<file path="src/rtl/tels_pkg.sv">
// ----------------------------------------------------------------------------
// tels_pkg: shared types and constants of the timed event LED scheduler
// Entry, payload and cell control types, cell operation codes, sequencer
// states and the reset value of the flash duration register.
// ----------------------------------------------------------------------------
package tels_pkg;

	localparam logic [31:0] FLASH_RESET_US = 32'(150 * 1000);

	localparam int TIME_W = 32;
	localparam int TAG_W  = 8;

	typedef enum logic {
		CMD_INSERT = 1'b0,
		CMD_TICK   = 1'b1
	} cmd_t;

	// one queued event; rgb bit0 red, bit1 green, bit2 blue
	typedef struct packed {
		logic [TIME_W-1:0] time_us;
		logic [2:0]        rgb;
		logic [TAG_W-1:0]  tag;
	} entry_t;

	typedef enum logic [1:0] {
		OP_HOLD = 2'd0,
		OP_PUT  = 2'd1,
		OP_DROP = 2'd2
	} cell_op_t;

	// broadcast to every cell of the row
	typedef struct packed {
		cell_op_t op;
		entry_t   entry;
	} cell_ctrl_t;

	typedef struct packed {
		logic              cmd;
		logic [TIME_W-1:0] event_time;
		logic              event_red;
		logic              event_green;
		logic              event_blue;
		logic [TAG_W-1:0]  event_tag;
		logic [TIME_W-1:0] now_time;
	} in_item_t;

	typedef struct packed {
		logic             insert_ok;
		logic             red_on;
		logic             green_on;
		logic             blue_on;
		logic [1:0]       fired_count;
		logic [TAG_W-1:0] fired_tag;
		logic [6:0]       queue_level;
	} out_item_t;

	typedef enum logic [2:0] {
		ST_IDLE    = 3'd0,
		ST_PUT     = 3'd1,
		ST_STAGE1  = 3'd2,
		ST_STAGE2  = 3'd3,
		ST_OFF_PUT = 3'd4,
		ST_DROP    = 3'd5,
		ST_DONE    = 3'd6
	} seq_state_t;

endpackage

</file>
<file path="src/rtl/tels_cell.sv">
// ----------------------------------------------------------------------------
// tels_cell: one slot of the sorted event row
// Holds one entry; on a put it shifts toward the tail or takes the new entry,
// on a drop it takes its tail-side neighbor.
// ----------------------------------------------------------------------------
module tels_cell (
	input  logic                 clk,
	input  tels_pkg::cell_ctrl_t ctrl,
	input  logic                 occupied,
	input  tels_pkg::entry_t     prev_entry,
	input  logic                 prev_take,
	input  tels_pkg::entry_t     next_entry,
	output tels_pkg::entry_t     entry,
	output logic                 take
);

	tels_pkg::entry_t entry_q;
	tels_pkg::entry_t entry_d;

	// new entry belongs here or earlier: slot empty or held time is later
	assign take  = !occupied || (ctrl.entry.time_us < entry_q.time_us);
	assign entry = entry_q;

	always_comb begin
		entry_d = entry_q;
		case (ctrl.op)
			tels_pkg::OP_PUT: begin
				if (prev_take) begin
					entry_d = prev_entry;
				end else if (take) begin
					entry_d = ctrl.entry;
				end
			end
			tels_pkg::OP_DROP: entry_d = next_entry;
			default: entry_d = entry_q;
		endcase
	end

	always_ff @(posedge clk) begin
		entry_q <= entry_d;
	end

endmodule

</file>
<file path="config.mk">
export PLATFORM = sky130hd
export DESIGN_NAME = tels_cell
export DESIGN_NICKNAME = d
export VERILOG_FILES = /design/src/rtl/tels_pkg.sv /design/src/rtl/tels_cell.sv
export SDC_FILE = /design/constraint.sdc
export NUM_CORES = 1
export LEC_CHECK = 0
export ABC_AREA = 1
export ABC_CLOCK_PERIOD_IN_PS = 2800
export BUFFER_PORTS_ARGS = -buffer_cell sky130_fd_sc_hd__buf_2
export CORE_MARGIN = 4
export CORE_UTILIZATION = 29
export CTS_CLUSTER_DIAMETER = 30
export DETAILED_ROUTE_END_ITERATION = 8
export GPL_TIMING_DRIVEN = 0
export PLACE_DENSITY = 0.64
export SLEW_MARGIN = 30
export SYNTH_ARGS = -nofsm -noshare
export SYNTH_HDL_FRONTEND = slang
export SYNTH_SLANG_ARGS = --single-unit
</file>
<file path="constraint.sdc">
create_clock -name clk -period 2.8 [get_ports clk]
set_input_delay 0.28 -clock clk [delete_from_list [all_inputs] [get_ports clk]]
set_output_delay 0.28 -clock clk [all_outputs]
set_load 0.1 [all_outputs]
</file>
==> run_results.csv <==
group,metric,value,unit
finish,area_growth,39.7,%
placement,io_buffer_count,176,
route,num_vias,3170,
floorplanning,core,9910,µm²
cts,clock_path_buffers,2,
floorplanning,start_util,30.3,%
cts,clk_latency,300,ps
yosys,synth_warnings,0,
critical_path,critPathRequiredTime,2520,ps
floorplanning,die-area,12000,µm²
critical_path,arrival,2120,ps
yosys,synthMuxAreaShare,0,%
global_routing,antenna_found_initial,0,
global_routing,grt_pass1_wl,14.2,mm
sta,finalCriticalPeriod,2400,ps
floorplanning,io_pins,178,
finish,stdcell_area,4190,µm²
yosys,synth-compound-area-share,12.8,%
sta,hold_viol,0,
placement,place_inst,679,
cts,hold_buffers,0,
global_routing,grt_pass1_vias,3061,
sta,final_max_slew_viol_count,0,
global_routing,grt-ovfl-total,0,
sta,finalCritPeriodShare,85.9,%
yosys,synth-adder-area-share,12.9,%
finish,finalNonFillerCells,687,
yosys,synth.most_common_cell,"nand2_1",
critical_path,reg2regPathDepth,13,
yosys,ys_seq_elements,43,
yosys,synth_flop_cell,"edfxtp_1",
yosys,seq_area_frac_synth,43.0,%
worst_hold_path,hold_depth,3,
cts,cts_sinks,43,
global_routing,track_usage,15.0,%
power_and_ir_drop,powerDensity,540,nW/µm²
cts,cts_setup_buffers,0,
finish,final_util,42.3,%
yosys,synth_top_family_by_area,"simple AND/OR/NAND/NOR gates",
route,route.detailed.drc,0,
yosys,syn_area_per_cell,8.11,µm²
yosys,synth.area.top_cells,"edfxtp_1 43%, nand2_1 14%, ha_1 13%, a31oi_1 9.0%, nor2_1 6.1%",
sta,fmax,416,MHz
route,drt_iter0_drc,185,
floorplanning,die_y,110,µm
sta,tightest_slew,618,ps
power_and_ir_drop,peakVddDrop,0.216,mV
floorplanning,row_count,36,
run_status,status,"complete, no violations",
finish,seq_area,1290,µm²
yosys,synth_edf_count,43,
sta,relSlewSlack,58.8,%
critical_path,startpoint_type,"register",
yosys,synth-async-reset-ratio,0,%
finish,diodes,0,
cts,clk_pin_slew,100,ps
finish,fillers,1052,
sta,finalSetupViolCount,0,
critical_path,end_kind,"output pin",
sta,tns,0,ps
cts,cts_buffers,5,
yosys,netlist.top_cell.by_area,"edfxtp_1",
floorplanning,die_w,110,µm
route,antenna_left,0,
cts,clockRootBuffer,"clkbuf_8",
finish,num-nets-final,718,
yosys,ys_types,21,
yosys,synth_area,3000,µm²
global_routing,grt_max_degree,44,
worst_hold_path,hp-class,"input pin to register",
cts,tritoncts,"built",
sta,rsz0062_at_grt,"false",
finish,largest_reg_flops,43,
yosys,yosys.area_share.xor_xnor,0,%
yosys,synth_common_cells,"113 x nand2_1, 49 x nor2_1, 43 x a31oi_1, 43 x edfxtp_1, 40 x inv_1",
power_and_ir_drop,p_leak,0.00216,µW
yosys,syn_inst,370,
yosys,syn_nets,535,
flow_run,maxCapViolCount,0,
placement,hpwl,7.78,mm
cts,cts_resized,0,
critical_path,crit_type,"register to output pin",
cts,h-tree-depth,2,
route,avgViaCountPerCell,4.61,
yosys,synthSimpleGateAreaFrac,22.5,%
placement,placed_cell_area,4060,µm²
route,firstDrtPassIters,4,
sta,skew,7.64,ps
route,wl_per_cell,13.8,µm
finish,multiInputGateArea,1450,µm²
critical_path,cp_max_fo,2,
finish,drive_gt1_share,36.6,%
yosys,synth_top_area_share,43.0,%
route,totalWireLength,9.50,mm
placement,gp_congestion,0.797,
## cell usage in the layout (no fill, tap or decap), drive strengths merged
master | synthesis | layout
a21oi | 16 | 16
bufinv | 0 | 2
o21ai | 4 | 4
buf | 12 | 188
nand3 | 2 | 2
o211ai | 1 | 1
clkbuf | 6 | 11
clkinvlp | 0 | 1
nor2 | 49 | 49
nand2 | 115 | 115
a31oi | 43 | 43
nand4 | 3 | 3
clkinv | 2 | 2
edfxtp | 43 | 43
ha | 31 | 31
inv | 40 | 40
nor3 | 2 | 2
o21a | 1 | 1
## critical path, cell delays in order, from the launching register on
cell	delay, ps
edfxtp_1	410
inv_1	70
ha_1	220
nand2_1	80
inv_1	40
nand3_1	90
inv_1	50
a21oi_1	150
nand2_1	100
nand2_1	80
nand2_2	60
nand2_1	60
buf_2	420
## final cells by class
| cell class | count | share of cell area, % |
|---|---|---|
| clock buffers | 5 | 1.64 |
| multi-input cells | 267 | 34.7 |
| flip-flops and latches | 43 | 30.8 |
| clock inverters | 3 | 1.61 |
| inverters | 42 | 3.76 |
| well taps | 133 | 3.97 |
| repair buffers | 176 | 21.0 |
| plain buffers | 18 | 2.54 |
## final timing paths
path | from | endpoint | slack, ps
hold reg to reg | entry[42] | entry[35] | 1670
setup / recovery | entry[25] | take | 400
hold / removal | next_entry[6] | entry[6] | 320
setup reg to reg | entry[25] | entry[17] | 480
## cells by family (layout without fill, tap and decap cells)
| group | after synthesis | after routing |
|---|---|---|
| AND/OR/NAND/NOR | 171 | 171 |
| AO/OA/AOI/OAI | 65 | 65 |
| buffers and inverters | 60 | 244 |
| flip-flops | 43 | 43 |
| adder cells (fa/ha/maj) | 31 | 31 |
## where the power goes
group	internal [µW]	switching [µW]	total, µW
clock network	356	239	596
logic	212	649	861
registers	785	23.7	809
total	1350	912	2270
## per-layer routing
layer  vias up  part of all wire (%)  GRT usage (%)  routed length [µm]
li1       1611                     -              -                   -
met1      1425                    42           18.4                4010
met2       126                    49           26.3                4620
met3         8                   8.5           4.23                 810
met4         0                  0.66           2.85                  63
met5         -                     0              0                   0
## through the flow
stage / setup slack [ps] / hold WS, ps / power, µW
3_3_place_gp: 461 / 629 / 1680
2_1_floorplan: 16.8 / 534 / 1460
4_1_cts: 341 / 307 / 2300
3_5_place_dp: 426 / 629 / 1690
5_1_grt: 179 / 304 / 2390
6_report: 395 / 323 / 2270
Power figures use the tool's default switching activity.
